$ cat src/rtl/nearest_template_classifier_assert.svh
// assertion macros for the rtl
`ifndef NEAREST_TEMPLATE_CLASSIFIER_ASSERT_SVH
`define NEAREST_TEMPLATE_CLASSIFIER_ASSERT_SVH

// same-cycle implication
`define NTC_ASSERT_IMP(label, clk, rst, ante, cons) \
   label: assert property (@(posedge clk) disable iff (rst) (ante) |-> (cons)) \
      else $error("ntc assertion failed");

// next-cycle implication
`define NTC_ASSERT_NEXT(label, clk, rst, ante, cons) \
   label: assert property (@(posedge clk) disable iff (rst) (ante) |=> (cons)) \
      else $error("ntc assertion failed");

`endif

$ cat src/rtl/ntc_pkg.sv
package ntc_pkg;

   localparam int NUM_CLASSES     = 10;
   localparam int SLOTS_PER_CLASS = 64;
   localparam int NUM_DIMS        = 25;
   localparam int FEATURE_BITS    = 16;

   // port widths
   localparam int CMD_W      = 2;
   localparam int CLASS_ID_W = 4;
   localparam int SLOT_ID_W  = 6;
   localparam int DIM_ID_W   = 5;
   localparam int VALUE_W    = 16;
   localparam int COUNT_W    = 7;

   // internal widths
   localparam int FEAT_W     = FEATURE_BITS;
   localparam int SQ_W       = 2 * FEAT_W;
   localparam int DIST_W     = SQ_W + $clog2(NUM_DIMS);
   localparam int CLS_W      = $clog2(NUM_CLASSES);
   localparam int SLOT_W     = (SLOTS_PER_CLASS > 1) ? $clog2(SLOTS_PER_CLASS) : 1;
   localparam int CNT_W      = $clog2(SLOTS_PER_CLASS + 1);
   localparam int DIM_W      = (NUM_DIMS > 1) ? $clog2(NUM_DIMS) : 1;
   localparam int TMPL_DEPTH = NUM_CLASSES * SLOTS_PER_CLASS * NUM_DIMS;
   localparam int ADDR_W     = $clog2(TMPL_DEPTH);

   localparam logic [CMD_W-1:0] CMD_TMPL_WR   = 2'd0;
   localparam logic [CMD_W-1:0] CMD_SAMP_WR   = 2'd1;
   localparam logic [CMD_W-1:0] CMD_COUNT_SET = 2'd2;
   localparam logic [CMD_W-1:0] CMD_CLASSIFY  = 2'd3;

   typedef struct packed {
      logic              valid;
      logic              last;
      logic [CLS_W-1:0]  cls;
      logic [SLOT_W-1:0] slot;
   } issue_type;

   typedef struct packed {
      logic             we;
      logic [CLS_W-1:0] cls;
      logic [CNT_W-1:0] value;
   } cnt_wr_type;

   typedef struct packed {
      logic              found;
      logic [CLS_W-1:0]  cls;
      logic [SLOT_W-1:0] slot;
      logic [DIST_W-1:0] distance;
   } result_type;

   function automatic logic [ADDR_W-1:0] tmpl_addr(input logic [CLS_W-1:0] cls,
                                                   input logic [SLOT_W-1:0] slot,
                                                   input logic [DIM_W-1:0] dim);
      int row;
      row = int'(cls) * SLOTS_PER_CLASS + int'(slot);
      return ADDR_W'(row * NUM_DIMS + int'(dim));
   endfunction

endpackage

$ cat src/rtl/ntc_dist_unit.sv
module ntc_dist_unit (
   input  logic                        clock,
   input  logic                        reset,
   input  logic                        start,
   input  ntc_pkg::issue_type          issue,
   input  logic [ntc_pkg::FEAT_W-1:0]  tmpl_rd,
   input  logic [ntc_pkg::FEAT_W-1:0]  samp_rd,
   output ntc_pkg::result_type         best,
   output logic                        busy
);

   ntc_pkg::issue_type         tag1_ff, tag2_ff, tag3_ff;
   logic [ntc_pkg::FEAT_W-1:0] diff_ff;
   logic [ntc_pkg::SQ_W-1:0]   sq_ff;
   logic [ntc_pkg::DIST_W-1:0] acc_ff;
   logic [ntc_pkg::DIST_W-1:0] acc_in;
   logic [ntc_pkg::DIST_W-1:0] dist_ff;
   logic [ntc_pkg::CLS_W-1:0]  dist_cls_ff;
   logic [ntc_pkg::SLOT_W-1:0] dist_slot_ff;
   logic                       done_ff;
   ntc_pkg::result_type        best_ff;

   // tag follows the memory read, difference and square registers
   always_ff @(posedge clock) begin
      if (reset) begin
         tag1_ff <= '0;
         tag2_ff <= '0;
         tag3_ff <= '0;
         done_ff <= 1'b0;
      end else begin
         tag1_ff <= issue;
         tag2_ff <= tag1_ff;
         tag3_ff <= tag2_ff;
         done_ff <= tag3_ff.valid && tag3_ff.last;
      end
   end

   always_ff @(posedge clock) begin
      diff_ff <= (tmpl_rd >= samp_rd) ? (tmpl_rd - samp_rd) : (samp_rd - tmpl_rd);
      sq_ff   <= ntc_pkg::SQ_W'(diff_ff) * ntc_pkg::SQ_W'(diff_ff);
   end

   assign acc_in = acc_ff + ntc_pkg::DIST_W'(sq_ff);

   always_ff @(posedge clock) begin
      if (start) begin
         acc_ff <= '0;
      end else if (tag3_ff.valid) begin
         if (tag3_ff.last) begin
            acc_ff <= '0;
         end else begin
            acc_ff <= acc_in;
         end
      end
      if (tag3_ff.valid && tag3_ff.last) begin
         dist_ff      <= acc_in;
         dist_cls_ff  <= tag3_ff.cls;
         dist_slot_ff <= tag3_ff.slot;
      end
   end

   // strictly smaller keeps the first of equal distances
   always_ff @(posedge clock) begin
      if (reset || start) begin
         best_ff <= '0;
      end else if (done_ff && (!best_ff.found || dist_ff < best_ff.distance)) begin
         best_ff.found    <= 1'b1;
         best_ff.cls      <= dist_cls_ff;
         best_ff.slot     <= dist_slot_ff;
         best_ff.distance <= dist_ff;
      end
   end

   assign best = best_ff;
   assign busy = tag1_ff.valid || tag2_ff.valid || tag3_ff.valid || done_ff;

endmodule

$ cat config.mk
export PLATFORM = sky130hd
export DESIGN_NAME = ntc_dist_unit
export DESIGN_NICKNAME = d
export VERILOG_FILES = /design/src/rtl/nearest_template_classifier_assert.svh /design/src/rtl/ntc_pkg.sv /design/src/rtl/ntc_dist_unit.sv
export SDC_FILE = /design/constraint.sdc
export NUM_CORES = 1
export LEC_CHECK = 0
export ABC_AREA = 1
export BUFFER_PORTS_ARGS = -buffer_cell sky130_fd_sc_hd__buf_2
export CORE_AREA = 2 2 253 255
export CTS_BUF_LIST = sky130_fd_sc_hd__clkbuf_16
export CTS_CLUSTER_SIZE = 24
export DETAILED_ROUTE_END_ITERATION = 8
export DIE_AREA = 0 0 255 257
export PLACE_DENSITY = 0.44
export SYNTH_ARGS = -nofsm -noshare
export SYNTH_HDL_FRONTEND = slang
export SYNTH_SLANG_ARGS = --single-unit
$ cat constraint.sdc
create_clock -name clock -period 12.6 [get_ports clock]
set_input_delay 2.52 -clock clock [delete_from_list [all_inputs] [get_ports clock]]
set_output_delay 2.52 -clock clock [all_outputs]
set_load 0.005 [all_outputs]
# Word level (Yosys, flattened, before mapping)
# Index checks and enable logic that the tools add are counted.
dict set report totals {
  wordCells 39
  input_bits 47
  output_inout_bits 49
  register_bits 217
}
dict set report op_classes {
  reduce_logical 8
  n_lt_le_gt_ge 2
  mux 2
  mul 1
  add_sub_neg 3
}
# op n
set ops {}
lappend ops {{$add A37 B32 Y37} 1}
lappend ops {{$lt A37 B37 Y1} 1}
lappend ops {{$mux W37} 1}
lappend ops {{$mul A16 B16 Y32} 1}
lappend ops {{$sub A16 B16 Y16} 2}
lappend ops {{$ge A16 B16 Y1} 1}
lappend ops {{$mux W16} 1}
lappend ops {{$logic_or A1 B1 Y1} 5}
lappend ops {{$logic_and A1 B1 Y1} 2}
lappend ops {{$logic_not A1 Y1} 1}

# Depth between registers and ports, before layout
dict set report depth {
  ltp_word 3
  ltp_mapped 26
  ltp_nobuf 24
}

# Worst setup path before layout
# OpenSTA, ideal clock, no wires.
dict set report synth_timing {
  path_type {register -> register}
  start {register diff_ff[14] in the netlist's numbering}
  end {register sq_ff[24] in the netlist's numbering}
  t_arrival_ps 5388
  path_stages_with_launch 22
  slack_ps 7094
  path_buffers 2
  period_less_slack_ps 5506
  cell_sequence {dfxtp_1 > clkbuf_1 > clkbuf_1 > nand2_1 > fa_1 > inv_1 > fa_1 > fa_1 > fa_1 > fa_1 > inv_1 > fa_1 > inv_1 > ha_1 > nand2_1 > nor2_1 > inv_1 > nor3_1 > nand3_1 > nand3_1 > a21oi_1 > xnor2_1}
}
dict set report synth_via {
  elab_chain_cells 1
}
# item line_no
set synth_lines {}
lappend synth_lines {{start, declared} ntc_dist_unit.sv:13} ;# logic [ntc_pkg::FEAT_W-1:0] diff_ff;
lappend synth_lines {{start signal, assigned} ntc_dist_unit.sv:39} ;# diff_ff <= (tmpl_rd >= samp_rd) ? (tmpl_rd - samp_rd) : (samp_rd - tmpl_rd);
lappend synth_lines {{$mul A16 B16 Y32} ntc_dist_unit.sv:40} ;# sq_ff <= ntc_pkg::SQ_W'(diff_ff) * ntc_pkg::SQ_W'(diff_ff);
lappend synth_lines {{end signal, assigned} ntc_dist_unit.sv:40}
lappend synth_lines {{end, declared} ntc_dist_unit.sv:14} ;# logic [ntc_pkg::SQ_W-1:0] sq_ff;
# Every way passes these cells.
# A chain may end at the register's enable or synchronous reset.

# Final worst setup path
dict set report layout_timing {
  start {register diff_ff[9] in the netlist's numbering}
  end {register sq_ff[31] in the netlist's numbering}
}
# Same word-level chain as after synthesis.

==> impl_results.md <==
* Result of the run: completed
* Number of synthesized register bits at 216
* Average wire length per cell after detail routing at 13.35 um
* Final hold violations at 0
* Area contributors post-synth: sky130_fd_sc_hd__dfxtp_1 (17%), sky130_fd_sc_hd__fa_1 (17%), sky130_fd_sc_hd__ha_1 (13%), sky130_fd_sc_hd__nand2_1 (12%), sky130_fd_sc_hd__inv_1 (10%)
* Initial antenna violation count at 0
* Initial detailed-routing violation count at 636
* Leading register cell type out of synthesis: sky130_fd_sc_hd__dfxtp_1
* Floorplan die area at 65540 sq um
* Vias per cell at approximately 4.4
* Yosys top cell area share at 17.48%
* Cell variety after synth at 53
* Yosys warns at 0
* Weighted congestion reported at the end of routability-driven placement at 0.8467
* Class of the worst hold path: register to register
* Global-route wire length before repair at 78430 um
* Final HPWL from detailed placement at 37890 um
* Setup Total Neg Slack at 0 ns
* Worst-path clk slew at 0.06 ns
* Worst-case headroom to the max-slew limit at between 20% and 30%
* Clock buffer depth at 3
* Total overflow reported by the global router at 0
* Area fraction in compound gates after synthesis at under 10%
* Antenna diode count at 0
* Post-CTS Setup Bufs at 0
* Biggest area consumer among synthesized cells: sky130_fd_sc_hd__dfxtp_1
* Layout cell share with drive strength beyond 1 at 7.728%
* Combinational family with the most area after synthesis: adder cells
* Setup-violating endpoint count in the final report at 0
* Die boundary height at 257 um
* Worst Max-Slew Pin Slew at 1.191 ns
* Die span in x at 255 um
* Worst path arrival time at about 6.4 ns
* GRT Resource Usage Total at 14.49%
* Critical Path Source Type: register
* Residual DRC count at 0
* Effective utilization at floorplan at 30.85%
* Share of synthesized area occupied by flip-flops and latches at 24.78%
* FILL cells at 6735
* EDFF count, synth at 47
* Kind of end point of the critical path: register
* Number of buffers inserted for hold repair after clock tree synthesis at 0
* Iteration count of the initial detailed-routing pass at 5
* Clock tree from TritonCTS: built
* Vias at 15090
* Multiplexer fraction of the synthesized cell area at less than 1%
* Port bufs at 95
* Routed Antenna Nets at 0
* Final critical path time including I/O delays and setup at 5.939 ns
* Area of all placed cells without fillers at 21410 sq um
* Simple-Gate Fraction of Synth Area at 21.42%
* Fraction of synthesized cell area in xor and xnor cells at 3.802%
* Summed instance area of the synthesized netlist at 19350 sq um
* Maximum clock frequency at 168.4 MHz
* Part of the cycle the worst path needs at 47.14%
* Clock buffer count from CTS at 27
* Pin count of the biggest net entering global routing at 65
* # H-tree levels at 1
* Setup repair after global routing missed its margin: no
* Max cap viols at 0
* Nets in the synthesized netlist at 2940
* Critical path fanouts, max at 17
* Syn avg cell area at 7.652 sq um
* Req. time, crit path at 13.06 ns
* Count of final max-slew check failures at 0
* Worst-skew pair later-pin latency at 0.57 ns
* Post-synthesis share of cell area spent on full adders, half adders and majority gates at 29.97%
* CORE AREA at approximately 63000 sq um
* Area growth from synthesis to layout at 10.63%
* Cells resized by post-CTS repair at 0
* Number of clock sinks at 216
* Post-synth ARST share at 0%
* IO Count at 96
* Buffer cell driving the clock tree root: sky130_fd_sc_hd__clkbuf_16
* Number of standard-cell rows in the floorplan at 92
* Clock Skew at 0.03259 ns
* Critical Setup Path Class: register to register
* Routed wire length at 46010 um
* Number of instances in the synthesized netlist at 2529
* Area post-placement at 20540 sq um
* Vias in the first global route at 15940
* Net count of the finished layout at ~3000
-- path summary, 6_finish.rpt --
check	depth (start not counted)	end	from	slack, ns
min reg2reg	2	tag2_ff[1]$_SDFF_PP0_	tag1_ff[1]$_SDFF_PP0_	0.40
min	2	tag2_ff[1]$_SDFF_PP0_	tag1_ff[1]$_SDFF_PP0_	0.40
max reg2reg	22	sq_ff[31]$_DFF_P_	diff_ff[9]$_DFF_P_	6.66
max	22	sq_ff[31]$_DFF_P_	diff_ff[9]$_DFF_P_	6.66
-- kinds of logic after synthesis --
family / after synthesis
AOI/OAI and AO/OA: 257
buffers and inverters: 618
xor gates and xnor gates: 78
DFF: 216
and+or+nand+nor: 995
adders and majority gates: 364
muxes: 1
-- stage by stage --
step | hold WS, ns | worst slack [ns] | utilization (%) | std cells
2_1_floorplan | 0.3290 | 7.094 | - | 2529
3_3_place_gp | 0.3912 | 6.747 | 32.73 | 3397
3_5_place_dp | 0.3910 | 6.664 | 32.73 | 3397
4_1_cts | 0.3993 | 6.604 | 34.13 | 3447
5_1_grt | 0.4070 | 6.301 | 34.13 | 3447
6_report | 0.3982 | 6.661 | 34.13 | 3447
-- flip-flops by register name (all words and copies together) (netlist names) --
name	cells
dist_cls_ff	4
best	48
acc_ff	37
done_ff	1
tag1_ff	12
tag2_ff	12
sq_ff	31
diff_ff	16
dist_slot_ff	6
dist_ff	37
tag3_ff	12
-- placed cells by master, fill, tap and decap left out, drive strengths merged, types with 2 or more instances in the layout --
master,count
nor4,3
ha,198
a21oi,157
a221oi,2
edfxtp,47
bufinv,2
nand4,9
dfxtp,169
buf,99
nor3,18
nor2,226
xor2,60
fa,166
a31oi,6
o21a,3
and2,16
nand3b,19
o21ai,49
clkinv,15
o21bai,9
nand2,620
inv,546
clkbuf,27
or2,2
o211ai,3
xnor2,18
a21boi,3
nand3,82
a21o,20
-- metal layers --
layer | vias up | wire length [um] | part of all wire (%) | track usage [%]
li1 | 7793 | - | - | -
met1 | 7007 | 21540 | 47 | 18.45
met2 | 227 | 22070 | 48 | 26.03
met3 | 65 | 1336 | 2.9 | 1.416
met4 | 0 | 1066 | 2.3 | 3.622
met5 | - | 0 | 0 | 0
-- worst max-delay path, stage by stage (launching register included) --
cell and delay (ns):
sky130_fd_sc_hd__dfxtp_1 0.87, sky130_fd_sc_hd__nand2_1 0.19, sky130_fd_sc_hd__inv_1 0.13, sky130_fd_sc_hd__fa_1 0.40, sky130_fd_sc_hd__inv_1 0.09, sky130_fd_sc_hd__fa_1 0.40, sky130_fd_sc_hd__inv_1 0.09, sky130_fd_sc_hd__fa_1 0.44
sky130_fd_sc_hd__fa_1 0.50, sky130_fd_sc_hd__fa_1 0.49, sky130_fd_sc_hd__inv_1 0.05, sky130_fd_sc_hd__fa_1 0.47, sky130_fd_sc_hd__inv_1 0.04, sky130_fd_sc_hd__ha_1 0.37, sky130_fd_sc_hd__nand2_1 0.16, sky130_fd_sc_hd__nor2_1 0.28
sky130_fd_sc_hd__nand3_1 0.11, sky130_fd_sc_hd__nand3_1 0.18, sky130_fd_sc_hd__nand2_1 0.07, sky130_fd_sc_hd__nand2_1 0.15, sky130_fd_sc_hd__nand3_1 0.10, sky130_fd_sc_hd__nand2_1 0.08, sky130_fd_sc_hd__xnor2_1 0.13
-- area by class of cell --
type / count / area (sq um) / area share [%]
Clock buffer: 27 / 675.6 / 3.156
Clock inverter: 23 / 197.7 / 0.9234
Timing Repair Buffer: 99 / 505.5 / 2.361
Sequential cell: 216 / 4795 / 22.39
Tap cell: 846 / 1059 / 4.944
Multi-Input combinational cell: 1695 / 12140 / 56.72
Inverter: 541 / 2033 / 9.497
-- cells in the mapped netlist (20+ instances only) --
cell                       instances
sky130_fd_sc_hd__nand3_1          76
sky130_fd_sc_hd__clkbuf_1         47
sky130_fd_sc_hd__fa_1            166
sky130_fd_sc_hd__xor2_1           53
sky130_fd_sc_hd__inv_1           536
sky130_fd_sc_hd__o21ai_0          45
sky130_fd_sc_hd__a21o_1           20
sky130_fd_sc_hd__dfxtp_1         169
sky130_fd_sc_hd__ha_1            198
sky130_fd_sc_hd__nor2_1          220
sky130_fd_sc_hd__a21oi_1         151
sky130_fd_sc_hd__edfxtp_1         47
sky130_fd_sc_hd__nand2_1         599
Power is not shown: default switching activity piles up to over one toggle a cycle in this logic, so the estimate is an artifact.
