File: src/rtl/nearest_template_classifier_assert.svh
// assertion macros for the rtl
`ifndef NEAREST_TEMPLATE_CLASSIFIER_ASSERT_SVH
`define NEAREST_TEMPLATE_CLASSIFIER_ASSERT_SVH

// same-cycle implication
`define NTC_ASSERT_IMP(label, clk, rst, ante, cons) \
   label: assert property (@(posedge clk) disable iff (rst) (ante) |-> (cons)) \
      else $error("ntc assertion failed");

// next-cycle implication
`define NTC_ASSERT_NEXT(label, clk, rst, ante, cons) \
   label: assert property (@(posedge clk) disable iff (rst) (ante) |=> (cons)) \
      else $error("ntc assertion failed");

`endif

File: src/rtl/ntc_pkg.sv
package ntc_pkg;

   localparam int NUM_CLASSES     = 10;
   localparam int SLOTS_PER_CLASS = 64;
   localparam int NUM_DIMS        = 25;
   localparam int FEATURE_BITS    = 16;

   // port widths
   localparam int CMD_W      = 2;
   localparam int CLASS_ID_W = 4;
   localparam int SLOT_ID_W  = 6;
   localparam int DIM_ID_W   = 5;
   localparam int VALUE_W    = 16;
   localparam int COUNT_W    = 7;

   // internal widths
   localparam int FEAT_W     = FEATURE_BITS;
   localparam int SQ_W       = 2 * FEAT_W;
   localparam int DIST_W     = SQ_W + $clog2(NUM_DIMS);
   localparam int CLS_W      = $clog2(NUM_CLASSES);
   localparam int SLOT_W     = (SLOTS_PER_CLASS > 1) ? $clog2(SLOTS_PER_CLASS) : 1;
   localparam int CNT_W      = $clog2(SLOTS_PER_CLASS + 1);
   localparam int DIM_W      = (NUM_DIMS > 1) ? $clog2(NUM_DIMS) : 1;
   localparam int TMPL_DEPTH = NUM_CLASSES * SLOTS_PER_CLASS * NUM_DIMS;
   localparam int ADDR_W     = $clog2(TMPL_DEPTH);

   localparam logic [CMD_W-1:0] CMD_TMPL_WR   = 2'd0;
   localparam logic [CMD_W-1:0] CMD_SAMP_WR   = 2'd1;
   localparam logic [CMD_W-1:0] CMD_COUNT_SET = 2'd2;
   localparam logic [CMD_W-1:0] CMD_CLASSIFY  = 2'd3;

   typedef struct packed {
      logic              valid;
      logic              last;
      logic [CLS_W-1:0]  cls;
      logic [SLOT_W-1:0] slot;
   } issue_type;

   typedef struct packed {
      logic             we;
      logic [CLS_W-1:0] cls;
      logic [CNT_W-1:0] value;
   } cnt_wr_type;

   typedef struct packed {
      logic              found;
      logic [CLS_W-1:0]  cls;
      logic [SLOT_W-1:0] slot;
      logic [DIST_W-1:0] distance;
   } result_type;

   function automatic logic [ADDR_W-1:0] tmpl_addr(input logic [CLS_W-1:0] cls,
                                                   input logic [SLOT_W-1:0] slot,
                                                   input logic [DIM_W-1:0] dim);
      int row;
      row = int'(cls) * SLOTS_PER_CLASS + int'(slot);
      return ADDR_W'(row * NUM_DIMS + int'(dim));
   endfunction

endpackage

File: src/rtl/ntc_scan.sv
module ntc_scan (
   input  logic                        clock,
   input  logic                        reset,
   input  ntc_pkg::cnt_wr_type         cnt_wr,
   input  logic                        start,
   input  logic                        run,
   output ntc_pkg::issue_type          issue,
   output logic [ntc_pkg::ADDR_W-1:0]  tmpl_raddr,
   output logic [ntc_pkg::DIM_W-1:0]   samp_rdim,
   output logic                        done
);

   logic [ntc_pkg::CNT_W-1:0] count_ff [ntc_pkg::NUM_CLASSES];
   logic [ntc_pkg::CLS_W-1:0] cls_ff, cls_in;
   logic [ntc_pkg::CNT_W-1:0] slot_ff, slot_in;
   logic [ntc_pkg::DIM_W-1:0] dim_ff, dim_in;
   logic [ntc_pkg::CNT_W-1:0] cur_count;
   logic                      slot_end;
   logic                      last_cls;
   logic                      dim_last;

   always_ff @(posedge clock) begin
      if (reset) begin
         for (int i = 0; i < ntc_pkg::NUM_CLASSES; i++) begin
            count_ff[i] <= '0;
         end
      end else if (cnt_wr.we) begin
         count_ff[cnt_wr.cls] <= cnt_wr.value;
      end
   end

   assign cur_count = count_ff[cls_ff];
   assign slot_end  = (slot_ff == cur_count);
   assign last_cls  = (cls_ff == ntc_pkg::CLS_W'(ntc_pkg::NUM_CLASSES - 1));
   assign dim_last  = (dim_ff == ntc_pkg::DIM_W'(ntc_pkg::NUM_DIMS - 1));

   always_comb begin
      issue.valid = run && !slot_end;
      issue.last  = dim_last;
      issue.cls   = cls_ff;
      issue.slot  = slot_ff[ntc_pkg::SLOT_W-1:0];
      done        = run && slot_end && last_cls;
   end

   assign tmpl_raddr = ntc_pkg::tmpl_addr(cls_ff, slot_ff[ntc_pkg::SLOT_W-1:0], dim_ff);
   assign samp_rdim  = dim_ff;

   always_comb begin
      cls_in  = cls_ff;
      slot_in = slot_ff;
      dim_in  = dim_ff;
      if (start) begin
         cls_in  = '0;
         slot_in = '0;
         dim_in  = '0;
      end else if (run) begin
         if (slot_end) begin
            if (!last_cls) begin
               cls_in  = cls_ff + 1'b1;
               slot_in = '0;
               dim_in  = '0;
            end
         end else if (dim_last) begin
            dim_in  = '0;
            slot_in = slot_ff + 1'b1;
         end else begin
            dim_in = dim_ff + 1'b1;
         end
      end
   end

   always_ff @(posedge clock) begin
      if (reset) begin
         cls_ff  <= '0;
         slot_ff <= '0;
         dim_ff  <= '0;
      end else begin
         cls_ff  <= cls_in;
         slot_ff <= slot_in;
         dim_ff  <= dim_in;
      end
   end

endmodule

File: config.mk
export PLATFORM = sky130hd
export DESIGN_NAME = ntc_scan
export DESIGN_NICKNAME = d
export VERILOG_FILES = /design/src/rtl/nearest_template_classifier_assert.svh /design/src/rtl/ntc_pkg.sv /design/src/rtl/ntc_scan.sv
export SDC_FILE = /design/constraint.sdc
export NUM_CORES = 1
export LEC_CHECK = 0
export BUFFER_PORTS_ARGS = -buffer_cell sky130_fd_sc_hd__buf_2
export CORE_ASPECT_RATIO = 0.8
export CORE_MARGIN = 5
export CORE_UTILIZATION = 45
export CTS_BUF_LIST = sky130_fd_sc_hd__clkbuf_16
export DETAILED_ROUTE_END_ITERATION = 7
export PLACE_DENSITY_LB_ADDON = 0.2
export SKIP_CTS_REPAIR_TIMING = 1
export SLEW_MARGIN = 25
export SYNTH_ARGS = -nofsm -noshare
export SYNTH_HDL_FRONTEND = slang
export SYNTH_SLANG_ARGS = --single-unit
File: constraint.sdc
create_clock -name clock -period 3.5 [get_ports clock]
set_input_delay 0.525 -clock clock [delete_from_list [all_inputs] [get_ports clock]]
set_output_delay 0.525 -clock clock [all_outputs]
set_load 0.05 [all_outputs]
Word level (Yosys, flattened, before mapping)
Memory sizes are Yosys's and may differ from the RTL's. A register that Yosys moved wholly into a read port is not among the register bits. Index checks and enable logic that the tools add are counted.

Multiplexer cells: 16. Reductions and logical operators: 10. Eq/ne operators: 4. Multiply operators: 1. Bitwise gates (word level): 1. $add $sub $neg: 5.

Operators with widths (count): 7-bit two-way mux (4); 5-bit two-way mux (3); 14-bit by 5-bit adder with 14-bit output (1); 11-bit by 5-bit multiplier with 14-bit output (second input constant) (1); 4-bit two-way mux (3); 10-bit by 6-bit adder with 11-bit output (1); 7-bit by 1-bit adder with 7-bit output (second input constant) (1); 7-bit == test (1); 7-bit OR reduction (1); 1-bit two-way mux (6); 3-bit AND reduction (2); 5-bit by 1-bit adder with 5-bit output (second input constant) (1); 5-bit == test (second input constant) (1); 4-bit by 1-bit adder with 4-bit output (second input constant) (1); 4-bit == test (second input constant) (1); 1-bit logical AND (3); 2-bit != test (second input constant) (1); 2-bit AND reduction (1); 2-bit nonzero test (1); 2-bit OR reduction (1); 1-bit zero test (1); 1-bit NOT (1).

RAM bits: 70. Output and inout bits: 32. Register bits: 16. Memories kept: 1.

Memory list: count_ff (depth 10, width 7, rd ports 1, clocked after Yosys merged registers in 1, write ports 10, line ntc_scan.sv:13) `logic [ntc_pkg::CNT_W-1:0] count_ff [ntc_pkg::NUM_CLASSES];`.

Logic depth before layout (Yosys ltp)
Gate-level depths: netlist of the first run.

Word-level depth: 5. Depth in mapped cells: 13. Depth with buffers taken out: 13.

Least setup slack after synthesis of the first run
Ideal clock, no wire load.

Path type: flip-flop to output port. From: register dim_ff (netlist bit samp_rdim[4]). To: output port tmpl_raddr[12] (netlist name). Arrival time: 4013 ps. Required time: 2975 ps. Path slack: -1038 ps. Stages on the path, launching flop included: 13. Cell sequence: dfxtp_1 -> ha_1 -> ha_1 -> fa_1 -> ha_1 -> nor2b_1 -> o21ai_0 -> a21boi_0 -> o21ai_0 -> a21boi_0 -> o21a_1 -> o21a_1 -> o211ai_1.

Cells in the longest elaborated chain, start to end: 1.

RTL lines: start, declared (line ntc_scan.sv:16) `logic [ntc_pkg::DIM_W-1:0] dim_ff, dim_in;`; start signal, assigned (line ntc_scan.sv:80) `dim_ff <= dim_in;`; 14-bit by 5-bit adder with 14-bit output (line ntc_pkg.sv:57) `return ADDR_W'(row * NUM_DIMS + int'(dim));`; end, declared (line ntc_scan.sv:8) `output logic [ntc_pkg::ADDR_W-1:0] tmpl_raddr,`.

No other way between the ends.

Worst setup path in the final report of the first run
From: register slot_ff[1] (netlist name). To: output port tmpl_raddr[12] (netlist name).

Cells in the longest elaborated chain, start to end: 3.

RTL lines: start, declared (line ntc_scan.sv:15) `logic [ntc_pkg::CNT_W-1:0] slot_ff, slot_in;`; start signal, assigned (line ntc_scan.sv:79) `slot_ff <= slot_in;`; 10-bit by 6-bit adder with 11-bit output (line ntc_pkg.sv:56) `row = int'(cls) * SLOTS_PER_CLASS + int'(slot);`; 11-bit by 5-bit multiplier with 14-bit output (line ntc_pkg.sv:57); 14-bit by 5-bit adder with 14-bit output (line ntc_pkg.sv:57).

No other way between the ends.

==> impl_metrics.ini, run 1 <==
[run_status]
run_status = finished with violations
violations = setup timing

[place]
placed_cells = 816
port_buffers = 47
gp_congestion = 0.850
place_hpwl_um = 11100
dp_slack_ps = -245
dpl_cell_area_um2 = 7820

[global_route]
antenna_found_initial = 0
grt_pass1_wl_um = 24200
grt_overflow = 0
grt_pass1_vias = 4474
grt_use_total_pct = 17.8
grt_max_degree = 22

[timing]
max_freq_mhz = 251
finalCritPeriodShare_pct = 114
layout_min_cycle_time_ps = 3980
relSlewSlack_pct = 36.7
tightest_slew_ps = 948
rsz0062_at_grt = true
setup_slack_ps = -482
hold_violations = 0
drv_slew = 0
finalClockSkew_ps = 10.5
finalSetupViolations = 9

[flow_run]
drv_cap = 0

[power]
leakagePower_nw = 3.32
powerDensity_nw_per_um2 = 423
irDropWorstVdd_v = 0.000581
finalPower_mw = 3.64

[detailed_routing]
firstDrtPassIters = 5
drt-initial-drc-count = 300
drtAntennaViolNets = 0
drc_errors = 0
viasPerCell = 5.21
detail_route.wl_per_cell_um = 18.5
vias = 4457
wl_um = 15800

[yosys]
ys_ff_latch = 132
synth_xor_xnor_area_share_pct = 2.27
synth_cell_types = 52
yosys_warnings = 0
synth_sequential_area_ratio_pct = 54.2
syn_nets = 603
synth_edf_count = 112
synth_compound_area_share_pct = 5.45
synthCells = 536
synthSimpleGateAreaFrac_pct = 11.1
synth_top_family_by_area = multiplexers
synthMuxAreaShare_pct = 12.2
synth_ff_type = edfxtp_1
async_reset_ff_share_pct = 0
synth_fa_ha_area_share_pct = 10.1
synth_area_um2 = 6940
syn_area_per_cell_um2 = 12.9

[min_path]
hp-start = start
hold_depth = 4
hold_class = input port to flip-flop
hold_end = slot_ff[5]

[die]
fp-row-count = 40
die_h_um = 121
initial_core_util_pct = 46.1
io_pins = 48
core_area_um2 = 15100
dieArea_um2 = 18000
die_w_um = 149

[cts]
cts_root_buf = clkbuf_16
cts_buffer_depth = 2
cts_sinks = 132
cts.htree.levels = 4
numCtsBuffers = 17
clk_latency_ps = 420
cts.reportedPaths.clkPinSlew_ps = 60
cts_tree = built

[setup_path]
critPathCaptureType = output pin
crit_fanout = 3
startpoint = slot_ff[1]
worstSetupStartpointType = flip-flop
arrival_ps = 3460
reg2reg_depth = 11
rrSetupSlack_ps = 320
r2r_end = cls_ff[3]
worstSetupPathType = flip-flop to output pin
required_ps = 2970

[cells_and_area]
fin_cells = 855
nets = 699
ff_latch_area_um2 = 3790
multi_input_area_um2 = 3050
utilization_pct = 57.1
drive_gt1_share_pct = 31.9
antenna-diode-count = 0
syn_to_final_growth_pct = 24.0
fillers = 1246
final_area_um2 = 8600
## cells in the final DEF, fill, tap and decap left out, drive strengths merged, types with 7 or more instances in the layout
cell type	n
edfxtp	112
buf	94
nor2	87
inv	60
ha	43
mux4	31
nand2	26
dfxtp	20
clkbuf	19
xnor2	16
o21ai	16
a21oi	12
nand2b	10
nand3	9
mux2i	9
fa	8
nor3	7
## metal layers
layer / vias up / track usage [%] / routed length (µm)
li1: 2134 / - / -
met1: 2158 / 23.8 / 7070
met2: 149 / 29.3 / 7540
met3: 16 / 4.52 / 996
met4: 0 / 4.40 / 176
met5: - / 0 / 0
## area by class of cell
class	count	share of cell area (%)
Sequential cell	132	44.0
Multi-Input combinational cell	330	35.5
Timing Repair Buffer	96	8.35
Clock buffer	17	4.94
Tap cell	210	3.05
Inverter	55	2.40
Clock inverter	15	1.77
## cell usage after synthesis, types with 4 or more instances
cell type | n | share of area (%)
nand2_1 | 25 | 1.4
nor3_1 | 7 | 0.50
nand2b_1 | 10 | 0.90
a21oi_1 | 11 | 0.79
fa_1 | 8 | 2.3
and2_1 | 4 | 0.36
dfxtp_1 | 20 | 5.8
mux4_1 | 9 | 3.4
nor2b_1 | 6 | 0.54
ha_1 | 43 | 7.8
o21ai_0 | 8 | 0.58
mux4_2 | 22 | 7.1
a22oi_1 | 4 | 0.43
buf_4 | 9 | 0.97
o211ai_1 | 5 | 0.54
inv_1 | 55 | 3.0
xnor2_1 | 16 | 2.0
o21ai_2 | 5 | 0.63
clkbuf_1 | 5 | 0.27
nor2_1 | 87 | 4.7
edfxtp_1 | 112 | 48
mux2i_1 | 9 | 1.3
nand3_1 | 9 | 0.65
## worst max-delay path, stage by stage, from the launching register on
cell and delay (ps):
dfxtp_4 360, ha_4 260, inv_2 30, fa_1 460
fa_1 510, inv_2 50, ha_4 220, o21ai_2 70
a21boi_2 80, o21ai_2 150, a21boi_2 80, o21a_1 200
o21a_1 190, o211ai_1 150, buf_4 220
## power breakdown
group,switching (mW),internal (mW)
combinational,0.0979,0.0531
clock,0.673,1.05
sequential,0.0138,1.75
## kinds of logic (layout without fill, tap and decap cells)
logic type / count (synthesis) / in the layout
flops: 132 / 132
simple gates: 166 / 166
compound gates: 53 / 53
buf+inv: 74 / 183
xor+xnor: 18 / 18
mux: 42 / 42
fa+ha+maj: 51 / 51
## worst max-delay path by stage
| stage | endpoint | slack [ps] | depth (start not counted) |
|---|---|---|---|
| 2_1_floorplan | tmpl_raddr[12] | -440 | 13 |
| 3_3_place_gp | tmpl_raddr[13] | -180 | 14 |
| 3_5_place_dp | tmpl_raddr[13] | -250 | 14 |
| 4_1_cts | tmpl_raddr[13] | -700 | 14 |
| 5_1_grt | tmpl_raddr[13] | -640 | 14 |
| 6_report | tmpl_raddr[12] | -480 | 14 |
## sequential cells by signal, summed over array words and instances, names as in the netlist, named ones only
signal / count
cls_ff: 4
count_ff: 112
samp_rdim: 5
slot_ff: 7
## through the flow
stage	hold slack, ps	TNS [ps]
after floorplan	489	-782
after global placement	510	-374
after detailed placement	511	-660
after CTS	512	-3830
after global routing	543	-3550
final	531	-2320
(Power assumes the default switching activity.)
==> run 2, diff against run 1 <==
--- a/config.mk
+++ b/config.mk
@@ -6,9 +6,8 @@
 export NUM_CORES = 1
 export LEC_CHECK = 0
 export BUFFER_PORTS_ARGS = -buffer_cell sky130_fd_sc_hd__buf_2
-export CORE_ASPECT_RATIO = 0.8
 export CORE_MARGIN = 5
-export CORE_UTILIZATION = 45
+export CORE_UTILIZATION = 30
 export CTS_BUF_LIST = sky130_fd_sc_hd__clkbuf_16
 export DETAILED_ROUTE_END_ITERATION = 7
 export PLACE_DENSITY_LB_ADDON = 0.2
==> impl_metrics.ini, run 2 (synthesis gave the netlist of run 1 again) <==
[cts]
clk_latency_ps = 410
numCtsBuffers = 17
cts_tree = built
cts_buffer_depth = 2
cts_root_buf = clkbuf_16
cts.htree.levels = 4
cts_sinks = 132
cts.reportedPaths.clkPinSlew_ps = 60

[timing]
finalClockSkew_ps = 9.48
holdWs_ps = 521
relSlewSlack_pct = 34.5
hold_violations = 0
drv_slew = 0
layout_min_cycle_time_ps = 4010
max_freq_mhz = 250
setup_slack_ps = -507
rsz0062_at_grt = true
tightest_slew_ps = 979
finalCritPeriodShare_pct = 114
finalSetupViolations = 8

[setup_path]
required_ps = 2970
r2r_end = cls_ff[3]
crit_top_cell = inv_2
reg2reg_depth = 10
rrSetupSlack_ps = 400
crit_fanout = 3
cp_slowest_cell = fa_1
critPathCaptureType = output pin
worstSetupStartpointType = flip-flop
cpLargestDelayFamily = adder cells
worstSetupPathType = flip-flop to output pin
path_cells = ha_4 > inv_2 > fa_1 > fa_1 > inv_2 > ha_4 > inv_2 > o21ai_2 > a21o_1 > a21oi_2 > o21ai_2 > o41ai_4 > xnor2_2 > buf_6
worst-path-buf-inv = 4
critPathMaxStageDelay_ps = 510
arrival_ps = 3480

[die]
core_area_um2 = 22700
dieArea_um2 = 26300
initial_core_util_pct = 30.6
die_h_um = 162
io_pins = 48
fp-row-count = 55
die_w_um = 162

[cells_and_area]
ff_latch_area_um2 = 3790
nets = 706
syn_to_final_growth_pct = 26.2
regMostFlops = count_ff
utilization_pct = 38.6
final_cell_mix = 112 x edfxtp_1, 84 x nor2_1, 55 x buf_4
fillers = 2208
multi_input_area_um2 = 3050
drive_gt1_share_pct = 33.0
largest_register_ffs = 112
final_common_cell = edfxtp_1
final_area_um2 = 8760
antenna-diode-count = 0

[global_route]
grt_pass1_wl_um = 26500
grt_use_total_pct = 13.2
grt_overflow = 0
grt_pass1_vias = 4696
grt_max_degree = 22
antenna_found_initial = 0

[power]
irDropWorstVdd_v = 0.000396
powerDensity_nw_per_um2 = 421
finalPower_mw = 3.69
leakagePower_nw = 3.35

[detailed_routing]
wl_um = 16900
drtAntennaViolNets = 0
firstDrtPassIters = 4
detail_route.wl_per_cell_um = 18.1
drc_errors = 0
vias = 4484
viasPerCell = 4.79
drt-initial-drc-count = 289

[place]
dp_slack_ps = -243
place_hpwl_um = 12200
gp_congestion = 0.783
port_buffers = 47
dpl_cell_area_um2 = 7970

[min_path]
hold_depth = 2
hp-start = slot_ff[6]
hold_class = flip-flop to flip-flop
hold_end = slot_ff[6]

[run_status]
run_status = finished with violations
violations = setup timing

[flow_run]
drv_cap = 0
## run 2: changes by cell type in the layout (fill, tap and decap cells not counted), moves of 2 or more
| cell | delta |
|---|---|
| buf_4 | +8 |
| clkinv_1 | -2 |
| clkinv_2 | +3 |
| clkinvlp_4 | +2 |
| inv_6 | -4 |
## run 2: cell type report
cell class / instances / area share [%]
Multi-Input combinational cell: 330 / 34.8
Clock buffer: 17 / 4.86
Clock inverter: 15 / 1.89
Timing Repair Buffer: 103 / 8.76
Sequential cell: 132 / 43.3
Inverter: 55 / 2.36
Tap cell: 285 / 4.07
## run 2: worst max-delay path by stage
stage / slack, ps / startpoint / depth (start not counted) / end
after CTS: -700 / slot_ff[1] / 14 / tmpl_raddr[13]
final: -510 / slot_ff[1] / 14 / tmpl_raddr[13]
after global placement: -210 / slot_ff[1] / 14 / tmpl_raddr[13]
after floorplan: -440 / slot_ff[1] / 13 / tmpl_raddr[12]
after detailed placement: -240 / slot_ff[1] / 14 / tmpl_raddr[13]
after global routing: -660 / slot_ff[1] / 14 / tmpl_raddr[13]
## run 2: through the flow
step | cells | setup TNS [ps]
global placement | 899 | -464
CTS | 931 | -3930
global route | 937 | -3500
detailed placement | 899 | -615
finish | 937 | -2280
floorplan | 536 | -782
## run 2: tightest hold or removal path: cells and delay by family, from the launching register on
kind	cells	cell delay (ps)
AO/OA/AOI/OAI	1	60
buffers and inverters	1	100
flip-flops	1	320
## run 2: per-layer routing
layer	vias to the layer above	GRT usage (%)	wire length, µm
met5	-	0	0
met4	0	4.00	224
met3	15	2.16	638
met2	111	22.7	8370
met1	2209	17.3	7710
li1	2149	-	-
## run 2: report_power, final
part / internal (mW) / switching [mW] / leakage, nW
clock network: 1.11 / 0.654 / 0.284
logic: 0.0548 / 0.100 / 1.92
registers: 1.75 / 0.0148 / 1.15
